--- config.mk ---
export PLATFORM = sky130hd
export DESIGN_NAME = latest_value_slot_table
export DESIGN_NICKNAME = d
export VERILOG_FILES = /design/src/rtl/lvst_pkg.sv /design/src/rtl/lvst_ram.sv /design/src/rtl/latest_value_slot_table.sv
export VERILOG_INCLUDE_DIRS = /design/src /design/src/rtl
export SDC_FILE = /design/constraint.sdc
export NUM_CORES = 2
export LEC_CHECK = 0
export BUFFER_PORTS_ARGS = -buffer_cell sky130_fd_sc_hd__buf_4
export CAP_MARGIN = 30
export CORE_ASPECT_RATIO = 1.25
export CORE_MARGIN = 8
export CORE_UTILIZATION = 55
export DETAILED_ROUTE_END_ITERATION = 10
export GPL_TIMING_DRIVEN = 0
export HOLD_SLACK_MARGIN = 0.05
export PLACE_DENSITY_LB_ADDON = 0.12
export SETUP_SLACK_MARGIN = 0.02
export SYNTH_ARGS = -nofsm -noshare
export SYNTH_HDL_FRONTEND = slang
export SYNTH_SLANG_ARGS = --single-unit
--- constraint.sdc ---
create_clock -name clk -period 8 [get_ports clk]
set_clock_uncertainty 0.15 [all_clocks]
set_input_delay 1.6 -clock clk [delete_from_list [all_inputs] [get_ports clk]]
set_output_delay 1.6 -clock clk [all_outputs]
set_load 0.1 [all_outputs]
--- src/rtl/latest_value_slot_table_defines.svh ---
// Assertion macros shared by the slot table RTL.
`ifndef LATEST_VALUE_SLOT_TABLE_DEFINES_SVH
`define LATEST_VALUE_SLOT_TABLE_DEFINES_SVH

// Same-cycle implication, checked on every rising edge outside reset.
`define LVST_ASSERT_NOW(label, ante, cons, msg) \
  label: assert property (@(posedge clk) disable iff (rst) (ante) |-> (cons)) \
    else $error(msg);

// Next-cycle implication, checked on every rising edge outside reset.
`define LVST_ASSERT_NXT(label, ante, cons, msg) \
  label: assert property (@(posedge clk) disable iff (rst) (ante) |=> (cons)) \
    else $error(msg);

`endif

--- src/rtl/lvst_pkg.sv ---
// Types, constants and codes for the latest-value slot table.
package lvst_pkg;

  localparam int SLOTS       = 6;
  localparam int PAYLOAD_MAX = 320;
  localparam int SLOT_W      = $clog2(SLOTS);

  localparam int KEY_W  = 32;
  localparam int REF_W  = 32;
  localparam int LEN_W  = 9;
  localparam int VER_W  = 32;
  localparam int STMP_W = 32;
  localparam int IDX_W  = 3;

  localparam logic [1:0] KIND_PUBLISH = 2'd0;
  localparam logic [1:0] KIND_PICK    = 2'd1;
  localparam logic [1:0] KIND_CONFIRM = 2'd2;

  localparam logic [2:0] ST_STORED   = 3'd0;
  localparam logic [2:0] ST_REJECTED = 3'd1;
  localparam logic [2:0] ST_PICKED   = 3'd2;
  localparam logic [2:0] ST_NONE     = 3'd3;
  localparam logic [2:0] ST_CLEARED  = 3'd4;
  localparam logic [2:0] ST_STALE    = 3'd5;

  typedef struct packed {
    logic [1:0]       kind;
    logic [KEY_W-1:0] key;
    logic [REF_W-1:0] payload_ref;
    logic [LEN_W-1:0] payload_len;
    logic [IDX_W-1:0] confirm_slot;
    logic [VER_W-1:0] confirm_version;
  } in_t;

  typedef struct packed {
    logic [2:0]       status;
    logic [IDX_W-1:0] slot_index;
    logic [KEY_W-1:0] out_key;
    logic [REF_W-1:0] out_payload_ref;
    logic [LEN_W-1:0] out_payload_len;
    logic [VER_W-1:0] out_ver;
    logic             still_dirty;
  } out_t;

  typedef struct packed {
    logic [KEY_W-1:0] key;
    logic [REF_W-1:0] payload_ref;
    logic [LEN_W-1:0] payload_len;
  } entry_t;

  localparam int ENTRY_W = $bits(entry_t);

  // Next slot index in round-robin order.
  function automatic logic [SLOT_W-1:0] slot_inc(input logic [SLOT_W-1:0] s);
    logic [SLOT_W-1:0] r;
    if (s == SLOT_W'(SLOTS - 1)) begin
      r = '0;
    end else begin
      r = s + SLOT_W'(1);
    end
    return r;
  endfunction

endpackage

--- src/rtl/lvst_ram.sv ---
// Generic single-write, single-read RAM with registered read data.
module lvst_ram #(
  parameter int WIDTH = 8,
  parameter int DEPTH = 4
) (
  input  logic                     clk,
  input  logic                     we,
  input  logic [$clog2(DEPTH)-1:0] waddr,
  input  logic [WIDTH-1:0]         wdata,
  input  logic [$clog2(DEPTH)-1:0] raddr,
  output logic [WIDTH-1:0]         rdata
);

  logic [WIDTH-1:0] mem [DEPTH];

  always_ff @(posedge clk) begin
    if (we) begin
      mem[waddr] <= wdata;
    end
    rdata <= mem[raddr];
  end

endmodule

--- src/rtl/latest_value_slot_table.sv ---
// Latest-value slot table: top level with the slot walk sequencer.
// Publish: walks slots from 0 until a key match (at most SLOTS), then writes the slot.
// Pick: walks slots from the round-robin pointer until a dirty one (at most SLOTS).
// Confirm: one slot. Bad kind or rejected length: no walk. One slot is visited per cycle.
// The result strobe lasts one cycle and cannot be held off; the next item may start during it.
// Synchronous reset empties the table and zeroes the stamp counter and pointer.
`include "latest_value_slot_table_defines.svh"

module latest_value_slot_table (
  input  logic          clk,
  input  logic          rst,
  input  logic          start,
  output logic          busy,
  input  lvst_pkg::in_t item,
  output logic          done,
  output lvst_pkg::out_t result
);

  localparam logic [2:0] S_IDLE  = 3'd0;
  localparam logic [2:0] S_SCAN  = 3'd1;
  localparam logic [2:0] S_WRITE = 3'd2;
  localparam logic [2:0] S_PICK  = 3'd3;
  localparam logic [2:0] S_CONF  = 3'd4;

  localparam int SW = lvst_pkg::SLOT_W;

  logic [2:0] state, state_next;

  logic [lvst_pkg::SLOTS-1:0] used, used_next;
  logic [lvst_pkg::SLOTS-1:0] dirty, dirty_next;
  logic [lvst_pkg::VER_W-1:0] version [lvst_pkg::SLOTS];
  logic [lvst_pkg::VER_W-1:0] version_next [lvst_pkg::SLOTS];
  logic [lvst_pkg::STMP_W-1:0] stamp [lvst_pkg::SLOTS];
  logic [lvst_pkg::STMP_W-1:0] stamp_next [lvst_pkg::SLOTS];
  logic [lvst_pkg::STMP_W-1:0] stamp_counter, stamp_counter_next;
  logic [SW-1:0] rr, rr_next;
  logic done_next;
  lvst_pkg::out_t result_next;

  // Working registers of the walk; no reset needed.
  lvst_pkg::in_t cmd, cmd_next;
  logic [SW-1:0] idx, idx_next;
  logic [SW-1:0] cnt, cnt_next;
  logic have_target, have_target_next;
  logic [SW-1:0] target, target_next;
  logic [lvst_pkg::STMP_W-1:0] oldest, oldest_next;
  logic [SW-1:0] evict_idx, evict_idx_next;

  // Slot contents memory.
  logic ram_we;
  logic [SW-1:0] ram_waddr, ram_raddr;
  lvst_pkg::entry_t ram_wdata, ram_rdata;

  lvst_ram #(
    .WIDTH(lvst_pkg::ENTRY_W),
    .DEPTH(lvst_pkg::SLOTS)
  ) u_ram (
    .clk  (clk),
    .we   (ram_we),
    .waddr(ram_waddr),
    .wdata(ram_wdata),
    .raddr(ram_raddr),
    .rdata(ram_rdata)
  );

  // Shared slot port: one version and one stamp read a cycle.
  logic [SW-1:0] wr_slot, port_slot;
  logic [lvst_pkg::VER_W-1:0] port_version;
  logic [lvst_pkg::STMP_W-1:0] port_stamp;
  logic key_eq, stamp_lt, ver_eq, len_ok, conf_in_range;

  // Views of the shown result used by the checks below.
  logic [lvst_pkg::SLOTS-1:0] shown_bit;
  logic shown_picked, shown_stored;

  assign busy = (state != S_IDLE);
  assign wr_slot = have_target ? target : evict_idx;
  assign port_slot = (state == S_WRITE) ? wr_slot : idx;
  assign port_version = version[port_slot];
  assign port_stamp = stamp[port_slot];

  // Compare unit shared by the walk states.
  assign key_eq   = (ram_rdata.key == cmd.key);
  assign stamp_lt = (port_stamp < oldest);
  assign ver_eq   = (port_version == cmd.confirm_version);
  assign len_ok   = (item.payload_len != '0) &&
                    (item.payload_len < lvst_pkg::LEN_W'(lvst_pkg::PAYLOAD_MAX));
  assign conf_in_range = (int'(cmd.confirm_slot) < lvst_pkg::SLOTS);

  always_comb begin
    state_next         = state;
    used_next          = used;
    dirty_next         = dirty;
    version_next       = version;
    stamp_next         = stamp;
    stamp_counter_next = stamp_counter;
    rr_next            = rr;
    done_next          = 1'b0;
    result_next        = '0;
    cmd_next           = cmd;
    idx_next           = idx;
    cnt_next           = cnt;
    have_target_next   = have_target;
    target_next        = target;
    oldest_next        = oldest;
    evict_idx_next     = evict_idx;
    ram_we             = 1'b0;
    ram_waddr          = wr_slot;
    ram_wdata.key         = cmd.key;
    ram_wdata.payload_ref = cmd.payload_ref;
    ram_wdata.payload_len = cmd.payload_len;
    ram_raddr          = lvst_pkg::slot_inc(idx);

    unique case (state)
      S_IDLE: begin
        ram_raddr = '0;
        if (start) begin
          cmd_next = item;
          unique case (item.kind)
            lvst_pkg::KIND_PUBLISH: begin
              if (len_ok) begin
                idx_next         = '0;
                have_target_next = 1'b0;
                oldest_next      = '1;
                evict_idx_next   = '0;
                state_next       = S_SCAN;
              end else begin
                done_next               = 1'b1;
                result_next.status      = lvst_pkg::ST_REJECTED;
                result_next.still_dirty = |dirty;
              end
            end
            lvst_pkg::KIND_PICK: begin
              ram_raddr  = rr;
              idx_next   = rr;
              cnt_next   = '0;
              state_next = S_PICK;
            end
            lvst_pkg::KIND_CONFIRM: begin
              if (int'(item.confirm_slot) < lvst_pkg::SLOTS) begin
                idx_next = SW'(item.confirm_slot);
              end else begin
                idx_next = '0;
              end
              state_next = S_CONF;
            end
            default: begin
              done_next               = 1'b1;
              result_next.status      = lvst_pkg::ST_REJECTED;
              result_next.still_dirty = |dirty;
            end
          endcase
        end
      end

      S_SCAN: begin
        if (used[idx] && key_eq) begin
          have_target_next = 1'b1;
          target_next      = idx;
          state_next       = S_WRITE;
        end else begin
          if (used[idx] && stamp_lt) begin
            oldest_next    = port_stamp;
            evict_idx_next = idx;
          end
          if (!used[idx] && !have_target) begin
            have_target_next = 1'b1;
            target_next      = idx;
          end
          if (idx == SW'(lvst_pkg::SLOTS - 1)) begin
            state_next = S_WRITE;
          end else begin
            idx_next = idx + SW'(1);
          end
        end
      end

      S_WRITE: begin
        ram_we                  = 1'b1;
        used_next[wr_slot]      = 1'b1;
        dirty_next[wr_slot]     = 1'b1;
        version_next[wr_slot]   = port_version + lvst_pkg::VER_W'(1);
        stamp_counter_next      = stamp_counter + lvst_pkg::STMP_W'(1);
        stamp_next[wr_slot]     = stamp_counter + lvst_pkg::STMP_W'(1);
        done_next               = 1'b1;
        result_next.status      = lvst_pkg::ST_STORED;
        result_next.slot_index  = lvst_pkg::IDX_W'(wr_slot);
        result_next.still_dirty = 1'b1;
        state_next              = S_IDLE;
      end

      S_PICK: begin
        if (used[idx] && dirty[idx]) begin
          done_next                   = 1'b1;
          result_next.status          = lvst_pkg::ST_PICKED;
          result_next.slot_index      = lvst_pkg::IDX_W'(idx);
          result_next.out_key         = ram_rdata.key;
          result_next.out_payload_ref = ram_rdata.payload_ref;
          result_next.out_payload_len = ram_rdata.payload_len;
          result_next.out_ver         = port_version;
          result_next.still_dirty     = 1'b1;
          rr_next                     = lvst_pkg::slot_inc(idx);
          state_next                  = S_IDLE;
        end else if (cnt == SW'(lvst_pkg::SLOTS - 1)) begin
          done_next               = 1'b1;
          result_next.status      = lvst_pkg::ST_NONE;
          result_next.still_dirty = |dirty;
          state_next              = S_IDLE;
        end else begin
          idx_next = lvst_pkg::slot_inc(idx);
          cnt_next = cnt + SW'(1);
        end
      end

      S_CONF: begin
        done_next              = 1'b1;
        result_next.slot_index = cmd.confirm_slot;
        if (conf_in_range && used[idx] && ver_eq) begin
          dirty_next[idx]         = 1'b0;
          result_next.status      = lvst_pkg::ST_CLEARED;
          result_next.still_dirty = |(dirty & ~(lvst_pkg::SLOTS'(1) << idx));
        end else begin
          result_next.status      = lvst_pkg::ST_STALE;
          result_next.still_dirty = |dirty;
        end
        state_next = S_IDLE;
      end

      default: begin
        state_next = S_IDLE;
      end
    endcase
  end

  always_ff @(posedge clk) begin
    if (rst) begin
      state         <= S_IDLE;
      used          <= '0;
      dirty         <= '0;
      stamp_counter <= '0;
      rr            <= '0;
      done          <= 1'b0;
      for (int i = 0; i < lvst_pkg::SLOTS; i++) begin
        version[i] <= '0;
        stamp[i]   <= '0;
      end
    end else begin
      state         <= state_next;
      used          <= used_next;
      dirty         <= dirty_next;
      stamp_counter <= stamp_counter_next;
      rr            <= rr_next;
      done          <= done_next;
      version       <= version_next;
      stamp         <= stamp_next;
    end
  end

  always_ff @(posedge clk) begin
    result      <= result_next;
    cmd         <= cmd_next;
    idx         <= idx_next;
    cnt         <= cnt_next;
    have_target <= have_target_next;
    target      <= target_next;
    oldest      <= oldest_next;
    evict_idx   <= evict_idx_next;
  end

  assign shown_bit    = lvst_pkg::SLOTS'(1) << result.slot_index;
  assign shown_picked = done && (result.status == lvst_pkg::ST_PICKED);
  assign shown_stored = done && (result.status == lvst_pkg::ST_STORED);

  // A result is only presented once the sequencer is back at rest.
  `LVST_ASSERT_NOW(a_done_idle, done, state == S_IDLE, "result strobe while walking")
  // A slot can only be dirty once it holds a value.
  `LVST_ASSERT_NOW(a_dirty_used, 1'b1, (dirty & ~used) == '0, "dirty slot not in use")
  // A picked slot is still dirty while its result is shown.
  `LVST_ASSERT_NOW(a_pick_dirty, shown_picked, |(dirty & shown_bit), "picked slot not dirty")
  // Round-robin pointer never leaves the table.
  `LVST_ASSERT_NOW(a_rr_range, 1'b1, int'(rr) < lvst_pkg::SLOTS, "pointer out of range")
  // A store reports in the cycle after its write.
  `LVST_ASSERT_NXT(a_store_done, state == S_WRITE, shown_stored, "store did not report")

endmodule

==> impl_metrics.env <==
export IMPL_antenna_found_initial=6
export IMPL_first_global_vias=34400
export IMPL_ys_types=76
export IMPL_syn_instance_count=4427
export IMPL_start_util=0.552
export IMPL_die_area_sq_mm=0.0966
export IMPL_cap_violations=0
export IMPL_clock_path_buffers=3
export IMPL_synth_common_cells="dfxtp_1 (620), nand2_1 (619), nor2_1 (619)"
export IMPL_num_vias=35600
export IMPL_hold_viol_final=0
export IMPL_synth_nets=4585
export IMPL_cts_htree_levels=3
export IMPL_grt_total_usage=0.281
export IMPL_drt_first_pass_iters=8
export IMPL_clock_latency_ps=720
export IMPL_layout_drive_gt1_share=0.107
export IMPL_place_area_sq_mm=0.0513
export IMPL_grt_max_degree=56
export IMPL_wirelength_um=141000
export IMPL_viasPerCell=5.87
export IMPL_ioPinCount=227
export IMPL_startpoint_type="register"
export IMPL_path_clk_slew_ps=70
export IMPL_period_needed_ps=7490
export IMPL_syn_area_sq_mm=0.0478
export IMPL_final_antenna_net_count=0
export IMPL_post_cts_buffers=0
export IMPL_synth_area_top_cells="edfxtp_1 (37%), dfxtp_1 (26%), nand2_1 (4.9%)"
export IMPL_worstPathCellList="buf_2 > nor3b_4 > mux2i_1 > buf_4 > buf_6 > buf_6 > buf_2 > nand2_1 > clkbuf_1 > clkbuf_1 > o21ai_0 > ha_1 > nand3_1 > or4_1 > nor3_1 > nand2_1 > a2111oi_0 > a21oi_4 > buf_16"
export IMPL_core_area_sq_mm=0.0866
export IMPL_slew_headroom=0.156
export IMPL_rows=121
export IMPL_postLayoutCoreUtil=0.639
export IMPL_die_w_um=280
export IMPL_outcome="finished clean"
export IMPL_cp_slowest_cell="a2111oi_0"
export IMPL_crit_fanout=24
export IMPL_synth_edff_count=591
export IMPL_yosys_area_top_type="edfxtp_1"
export IMPL_nets=4946
export IMPL_cp_top_family="buffers and inverters"
export IMPL_synth_flop_cell="dfxtp_1"
export IMPL_fin_setup_tns_ps=0
export IMPL_yosysMostFrequentCell="dfxtp_1"
export IMPL_cts_resized=1
export IMPL_grt_pass1_wl_um=209000
export IMPL_endpoint_kind="register"
export IMPL_syn_area_per_cell_sq_um=10.8
export IMPL_p_leak_nw=19.6
export IMPL_tightest_slew_ps=1270
export IMPL_cp_arrival_ps=7780
export IMPL_required_ps=8290
export IMPL_maxSlewViolCount=0
export IMPL_cts_buffers=115
export IMPL_yosys_warnings=0
export IMPL_final_cell_count_no_fill=6061
export IMPL_slowest_delay_ps=740
export IMPL_overflow=0
export IMPL_vdd_drop_max_mv=0.226
export IMPL_async_flop_share=0
export IMPL_wire_per_inst_um=23.2
export IMPL_finalCritPeriodShare=0.936
export IMPL_path_class="register to register"
export IMPL_cts_hold_buf=0
export IMPL_numPortBuffers=225
export IMPL_rsz0062_at_grt="no"
export IMPL_area_delta_synth_final_pct=15.9
export IMPL_final_area_sq_mm=0.0554
export IMPL_fmax_ghz=0.134
export IMPL_seq_area_frac_synth=0.631
export IMPL_critPathBufInv=8
export IMPL_drt_iter0_drc=3707
export IMPL_place_inst=5839
export IMPL_setup_viol=0
export IMPL_dieHeight_um=345
export IMPL_dp_hpwl_um=96200
export IMPL_gp_congestion=0.926
export IMPL_hold_class="register to register"
export IMPL_powerDensity_mw_per_mm2=261
export IMPL_cts_tree="yes"
export IMPL_synth_top_area_share=0.372
export IMPL_cts_sinks=1211
export IMPL_cts_root_buffer="clkbuf_16"
export IMPL_drcViolationCount=0
export IMPL_ys_ff_latch=1211
-- flip-flops by register name, summed over array words and instances, names as in the netlist --
signal         cells
cmd              108
cnt                3
dirty              6
done               1
evict_idx          3
have_target        1
idx                3
oldest            32
result           112
rr                 3
stamp            192
stamp_counter     32
state              3
target             3
u_ram.mem        438
u_ram.rdata       73
used               6
version          192
-- kinds of logic after synthesis --
kind of cell / count (synthesis) / synth area share
xor+xnor: 131 / 0.0240
buf+inv: 357 / 0.0290
simple gates: 1745 / 0.159
mux: 201 / 0.0456
fa+ha+maj: 45 / 0.0118
compound gates: 737 / 0.0989
flops: 1211 / 0.631
-- per-stage QoR --
stage          hold WS [ps]  total power [mW]  setup slack [ps]
2_1_floorplan           256              8.08              1570
3_3_place_gp            258              8.76             -1850
3_5_place_dp            260              8.79              54.9
4_1_cts                 271              14.5               242
5_1_grt                 283              14.9               295
6_report                271              14.5               513
-- layout by cell type, fill, tap and decap left out, types with 141 or more instances in the layout --
| cell | instances |
|---|---|
| edfxtp_1 | 591 |
| a21oi_1 | 212 |
| nand2_1 | 619 |
| nand3_1 | 203 |
| dfxtp_1 | 620 |
| o21ai_0 | 141 |
| clkbuf_1 | 282 |
| nor2_1 | 619 |
| a211oi_1 | 194 |
| buf_4 | 227 |
-- metal layers --
layer	vias to the layer above	global-route usage	share of wire
li1	16300	-	-
met1	17100	0.346	0.38
met2	1749	0.477	0.49
met3	402	0.0529	0.089
met4	2	0.128	0.046
met5	-	0	0.000085
-- layout make-up --
| cell class | count | area, sq um |
|---|---|---|
| Inverter | 60 | 225 |
| Timing Repair Buffer | 245 | 2060 |
| Buffer | 296 | 1170 |
| Tap cell | 1168 | 1460 |
| Multi-Input combinational cell | 2859 | 16200 |
| Antenna cell | 4 | 10.0 |
| Clock buffer | 168 | 3310 |
| Clock inverter | 50 | 724 |
| Sequential cell | 1211 | 30200 |
| Fill cell | 7003 | 31200 |
-- power by group --
part           switching, mW  internal (mW)  leakage [nW]
Combinational           1.18          0.512          7.24
Sequential             0.169           6.83          10.4
Clock                   2.38           3.40          1.96
-- worst paths after layout --
check	startpoint	end	slack, ps	cells after the start
min reg2reg	u_ram.rdata[25]$_DFF_P_	result[58]$_SDFF_PN0_	270	1
max	state[2]$_SDFFE_PP0P_	oldest[19]$_SDFFCE_PN1P_	510	19
min	u_ram.rdata[25]$_DFF_P_	result[58]$_SDFF_PN0_	270	1
max reg2reg	state[2]$_SDFFE_PP0P_	oldest[19]$_SDFFCE_PN1P_	510	19
Power figures use the tool's default switching activity.
